[src/rtl/gppt_pkg.sv]
`timescale 1ns / 1ps
// ----------------------------------------------------------------------------
// gppt_pkg: shared types and constants for the GF(2) primitive polynomial test
// Holds the widths, the sequencer state type, the handshakes between the
// sequencer and its two step units, and the degree-divisibility table.
// ----------------------------------------------------------------------------
package gppt_pkg;

    // largest supported degree and derived widths
    localparam int MAX_DEGREE = 16;
    localparam int DW         = 16;   // coefficient / period word width
    localparam int PW         = DW + 1; // full polynomial incl. leading term
    localparam int DEG_W      = 5;    // width of the degree register
    localparam int IW         = 4;    // divisor degree counter, 1..9
    localparam int HALF_MAX   = MAX_DEGREE / 2;

    localparam logic [DEG_W-1:0] DEG_RESET = 5'd8;
    localparam logic [DEG_W-1:0] DEG_MIN   = 5'd2;
    localparam logic [DEG_W-1:0] DEG_MAX   = 5'(MAX_DEGREE);

    // bit i of entry n is set when i divides n, i.e. 2^i-1 divides 2^n-1
    localparam logic [HALF_MAX:0] DEG_DIV_MASK [0:MAX_DEGREE] = '{
        9'b000000000,  // 0
        9'b000000010,  // 1
        9'b000000110,  // 2
        9'b000001010,  // 3
        9'b000010110,  // 4
        9'b000100010,  // 5
        9'b001001110,  // 6
        9'b010000010,  // 7
        9'b100010110,  // 8
        9'b000001010,  // 9
        9'b000100110,  // 10
        9'b000000010,  // 11
        9'b001011110,  // 12
        9'b000000010,  // 13
        9'b010000110,  // 14
        9'b000101010,  // 15
        9'b100010110   // 16
    };

    // sequencer states
    typedef enum logic [2:0] {
        S_IDLE,
        S_SEL,
        S_DLOAD,
        S_DIV,
        S_LFSR,
        S_OUT
    } t_state;

    // trial division unit control / status
    typedef struct packed {
        logic             start;
        logic [DEG_W-1:0] steps;
    } t_div_cmd;

    typedef struct packed {
        logic done;
        logic exact;
    } t_div_sts;

    // LFSR period unit status
    typedef struct packed {
        logic done;
        logic [DW-1:0] period;
    } t_lfsr_sts;

endpackage

[src/rtl/gppt_lfsr_unit.sv]
`timescale 1ns / 1ps
// ----------------------------------------------------------------------------
// gppt_lfsr_unit: Fibonacci LFSR period counter
// Starts from state 1 and steps once per cycle until the state returns to 1
// or the step count reaches the order mask with no return, which reports period 0.
// ----------------------------------------------------------------------------
module gppt_lfsr_unit (
    input  logic                    i_clk,
    input  logic                    i_rst_n,
    input  logic                    i_start,
    input  logic [gppt_pkg::DW-1:0] i_taps,
    input  logic [gppt_pkg::DW-1:0] i_mask,
    output gppt_pkg::t_lfsr_sts     o_sts
);
    import gppt_pkg::*;

    logic          r_run;
    logic          r_done;
    logic [DW-1:0] r_state;
    logic [DW-1:0] r_steps;
    logic [DW-1:0] r_period;
    logic [DW-1:0] r_taps;
    logic [DW-1:0] r_mask;
    logic          fb;
    logic [DW-1:0] state_nx;
    logic [DW-1:0] steps_nx;

    // one LFSR step
    always_comb begin
        fb       = ^(r_state & r_taps);
        state_nx = {r_state[DW-2:0], fb} & r_mask;
        steps_nx = r_steps + 16'd1;
    end

    // control
    always_ff @(posedge i_clk) begin
        if (!i_rst_n) begin
            r_run  <= 1'b0;
            r_done <= 1'b0;
        end else begin
            r_done <= 1'b0;
            if (i_start) begin
                r_run <= 1'b1;
            end else if (r_run) begin
                if ((state_nx == 16'd1) || (steps_nx == r_mask)) begin
                    r_run  <= 1'b0;
                    r_done <= 1'b1;
                end
            end
        end
    end

    // datapath
    always_ff @(posedge i_clk) begin
        if (i_start) begin
            r_state <= 16'd1;
            r_steps <= '0;
            r_taps  <= i_taps;
            r_mask  <= i_mask;
        end else if (r_run) begin
            r_state <= state_nx;
            r_steps <= steps_nx;
            // return to start wins over hitting the cap on the same step
            r_period <= (state_nx == 16'd1) ? steps_nx : '0;
        end
    end

    assign o_sts.done   = r_done;
    assign o_sts.period = r_period;

endmodule

[config.mk]
export PLATFORM = sky130hd
export DESIGN_NAME = gppt_lfsr_unit
export DESIGN_NICKNAME = d
export VERILOG_FILES = /design/src/rtl/gppt_pkg.sv /design/src/rtl/gppt_lfsr_unit.sv
export SDC_FILE = /design/constraint.sdc
export NUM_CORES = 1
export LEC_CHECK = 0
export BUFFER_PORTS_ARGS = -buffer_cell sky130_fd_sc_hd__clkbuf_2
export CAP_MARGIN = 20
export CELL_PAD_IN_SITES_DETAIL_PLACEMENT = 1
export CELL_PAD_IN_SITES_GLOBAL_PLACEMENT = 2
export CORE_ASPECT_RATIO = 1.4
export CORE_MARGIN = 4
export CORE_UTILIZATION = 40
export DETAILED_ROUTE_END_ITERATION = 16
export PLACE_DENSITY_LB_ADDON = 0.2
export SLEW_MARGIN = 20
export SYNTH_ARGS = -nofsm -noshare
export SYNTH_HDL_FRONTEND = slang
export SYNTH_SLANG_ARGS = --single-unit
[constraint.sdc]
create_clock -name i_clk -period 6.7 [get_ports i_clk]
set_input_delay 1.34 -clock i_clk [delete_from_list [all_inputs] [get_ports i_clk]]
set_output_delay 1.34 -clock i_clk [all_outputs]
set_load 0.02 [all_outputs]
## Yosys cells after proc, flatten, opt, wreduce, memory -nomap -nowiden

Index checks and enable logic that the tools add are counted.

| storage, ports and cells | value |
|---|---|
| word-level logic and storage cells | 23 |
| flip-flop bits (word level) | 82 |
| input bits | 35 |
| output and inout bits | 17 |

| cells by class | value |
|---|---|
| add/subtract/negate cells | 1 |
| bitwise gates (word level) | 5 |
| reduce and logical (&&, ||, !) cells | 4 |
| equal/unequal tests | 2 |
| mux-type cells | 4 |

Operator list:

| cell | number |
|---|---|
| 16-bit AND | 2 |
| 16-bit by 1-bit adder with 16-bit output, second input constant | 1 |
| 16-bit by 1-bit == test with 1-bit output, second input constant | 1 |
| 16-bit == test | 1 |
| 16-bit parity | 1 |
| 1-bit two-way mux | 4 |
| 1-bit inverter | 3 |
| 3-bit OR reduction | 1 |
| 2-bit AND reduction | 1 |
| 1-bit logical OR | 1 |

## Longest topological paths before layout

| logic depth | value |
|---|---|
| depth after elaboration | 8 |
| mapped depth | 9 |
| depth with buffers taken out | 8 |

## Worst setup path after synthesis

No wires, ideal clock.

| timing path | value |
|---|---|
| kind | input-to-reg |
| start point | in i_start |
| end point | reg r_period[0] (enable) |
| arrival | 2220 ps |
| setup slack | 4090 ps |
| data required time | 6310 ps |
| cell stages on the path | 2 |
| library setup time | 390 ps |
| path through | clkbuf_1 -> nor2_1 |

| between the ends | value |
|---|---|
| word-level cells in the longest chain between the ends | 2 |

Ends and longest elaborated chain:

| item | line | source |
|---|---|---|
| start: declaration | gppt_lfsr_unit.sv:10 | `input logic i_start,` |
| 1-bit inverter (no source line) | - |  |
| 2-bit AND reduction (no source line) | - |  |
| end signal: assignment | gppt_lfsr_unit.sv:64 | `r_period <= (state_nx == 16'd1) ? steps_nx : '0;` |
| end: declaration | gppt_lfsr_unit.sv:21 | `logic [DW-1:0] r_period;` |

No other way between the ends.
A chain may end at the register's enable or synchronous reset.

## Final worst setup path

| timing path | value |
|---|---|
| start point | reg r_steps[0] |
| end point | reg r_run |

| between the ends | value |
|---|---|
| word-level cells in the longest chain between the ends | 6 |

Ends and longest elaborated chain:

| item | line | source |
|---|---|---|
| start: declaration | gppt_lfsr_unit.sv:20 | `logic [DW-1:0] r_steps;` |
| start signal: assignment | gppt_lfsr_unit.sv:62 | `r_steps <= steps_nx;` |
| 16-bit by 1-bit adder with 16-bit output | gppt_lfsr_unit.sv:32 | `steps_nx = r_steps + 16'd1;` |
| 16-bit == test | gppt_lfsr_unit.sv:45 | `if ((state_nx == 16'd1) \|\| (steps_nx == r_mask)) begin` |
| 1-bit logical OR | gppt_lfsr_unit.sv:45 |  |
| 1-bit two-way mux | gppt_lfsr_unit.sv:45 |  |
| 1-bit two-way mux | gppt_lfsr_unit.sv:44 | `end else if (r_run) begin` |
| 1-bit two-way mux | gppt_lfsr_unit.sv:42 | `if (i_start) begin` |
| end signal: assignment | gppt_lfsr_unit.sv:38 | `r_run <= 1'b0;` |
| end signal: assignment | gppt_lfsr_unit.sv:43 | `r_run <= 1'b1;` |
| end signal: assignment | gppt_lfsr_unit.sv:46 | `r_run <= 1'b0;` |
| end: declaration | gppt_lfsr_unit.sv:17 | `logic r_run;` |

No other way between the ends.

==> run metrics <==
relative slew slack=46.2%; Synth top area share=38.7%; Clk pin slew, worst setup/hold paths=60 ps; Post-Route M1 WL=3560 um; Pleak=1.47 nW; Area Overhead vs Synth=16.3%; Placer Congestion=0.841; hold buffers post-CTS=0; I/O pin count=52; cell area after layout=between 4000 and 5000 um2; maxcap violations=0; share of cells above drive strength 1=22.3%; main flop type after synthesis=edfxtp_1; number of port buffers=51; Final TNS setup=0 ps; drt total wl=8920 um; initial DRC count=120; initial antenna violation count=0; FP Rows=41; Worst-Skew Late Latency=340 ps; cell area after synthesis=3720 um2; setup slack at placement=3900 ps; RSZ-0062 raised after global routing=false; Final Max Tran Viols=0; Num CTS Buffers=9; PwrDens=267 nW/um2; initial core utilization=about 41%; clk buf depth=2; fin crit period=approximately 2800 ps; Worst setup SP type=register; most frequent cell after synthesis=edfxtp_1; routed wl met2=between 4000 and 5000 um; cell taking the most area after synthesis=edfxtp_1; Post-Syn Area per Cell=11.0 um2; Setup-failing EPs final=0; H-tree levels=3; vias in the first global route=roughly 2,800; max frequency=353 MHz; GRT overflow=0; setup ws final=3870 ps; first-pass GRT wire length=14,500 um; syn_nets=around 380; nature of the critical path endpoint=register; ys async rst share=0%; met3 routed WL=approximately 280 um; yosys warns=0; Hold Path Class=register to register; GRT Overall Usage=18.2%; Antenna Cells=0; CTS tree=done; Die Y-Extent=122 um; EDFF count, synth=48; period utilization=42.2%; Die ar.=10,900 um2; Area contributors post-synth=edfxtp_1, dfxtp_1, xnor2_1; distinct cell type count of the synthesized netlist=43; Post-synth top cells=edfxtp_1, nand2_1, dfxtp_1; kind of critical path=register to register; Detail Placement HPWL=6460 um; Residual DRC=0; Mapped Cells=340; Sink Count=a little over 80; Yosys reg bits=82; register area share after synthesis=57.0%; Worst-Margin Slew=between 800 and 900 ps; max layer used=met4; CTS root buffer=clkbuf_16; net count reported at finish=422; VDD IR max=approximately 250 uV; DR vias=between 2,000 and 3,000; Core Area=9030 um2; die width=a little under 90 um; largest net degree at the start of global routing=67; cts repair resizes=0; Pre-Repair DR Iteration Count=4; Hold Vio Cnt, Final=0; number of setup buffers added after CTS=0; Cell Area, Placed=just over 4000 um2; Routed Antenna Nets=0; Data required, critical path=6930 ps; crit path DAT=3060 ps; WL per Instance=17.9 um; Vias/cell=5.30; status=finished clean; CP max FO=9; skew final=8.41 ps
[worst paths after layout]
kind	start	to	slack, ps	depth (start not counted)
worst max register to register	r_steps[0]$_SDFFE_PP0P_	r_run$_SDFF_PN0_	3870	8
worst min register to register	r_state[15]$_SDFFE_PP0P_	r_state[15]$_SDFFE_PP0P_	480	2
worst min-delay path	r_state[15]$_SDFFE_PP0P_	r_state[15]$_SDFFE_PP0P_	480	2
worst max-delay path	r_steps[0]$_SDFFE_PP0P_	r_run$_SDFF_PN0_	3870	8
[critical path: stages, from the launching register on]
cell       delay (ps)
dfxtp_1           540
ha_1              360
nand3_1           210
nor2_4            240
xor2_1            120
or3_1             350
a2111oi_0         450
nand4_1           180
a32o_1            270
[state kept, by name, summed over array words and instances, names as in the netlist]
register and cells:
r_period 16, r_taps 16, r_state 16, r_steps 16, r_run 1, r_done 1
r_mask 16
[stage by stage]
stage                     power (mW)  utilization, %  hold slack, ps  std cells
after floorplan                0.639               -             446        340
after global placement         0.668            44.7             456        482
after detailed placement       0.673            44.7             479        482
after CTS                       1.17            47.9             487        498
after global routing            1.20            47.9             535        498
final                           1.16            47.9             477        498
[cell usage in the layout, fill, tap and decap left out, drive strengths merged, types with 2 or more instances in the layout]
| cell type | n |
|---|---|
| and3 | 3 |
| nand2 | 44 |
| a22oi | 7 |
| nor2 | 40 |
| nand2b | 2 |
| or3 | 2 |
| xnor2 | 32 |
| buf | 3 |
| clkbuf | 62 |
| edfxtp | 48 |
| a21oi | 20 |
| nor3 | 4 |
| inv | 2 |
| nand4 | 9 |
| nand3 | 28 |
| clkinv | 3 |
| clkinvlp | 2 |
| o21ai | 5 |
| dfxtp | 34 |
| xor2 | 25 |
[cells by family after synthesis]
kind of cell | after synthesis | synth area share (%)
simple gates | 137 | 18.8
flops | 82 | 57.0
xor+xnor | 57 | 13.8
compound gates | 40 | 6.75
buf+inv | 22 | 3.06
mux | 1 | 0.269
fa+ha+maj | 1 | 0.336
[where the power goes]
part	total, mW	switching (mW)	internal, mW
sequential	0.580	0.0205	0.559
clock	0.496	0.199	0.297
combinational	0.0800	0.0494	0.0306
[area by class of cell]
cell class | instances | area (um2)
tap | 107 | 134
clock buffer | 11 | 243
clock inverter | 5 | 53.8
timing repair buffer | 54 | 278
inverter | 3 | 11.3
sequential | 82 | 2120
fill | 987 | 4700
multi-input combinational | 236 | 1490
[per-layer routing]
layer,vias up,GRT usage (%)
met2,60,30.8
li1,1278,-
met3,19,2.84
met4,0,10.8
met5,-,0
met1,1284,21.1
Power figures use the tool's default switching activity.
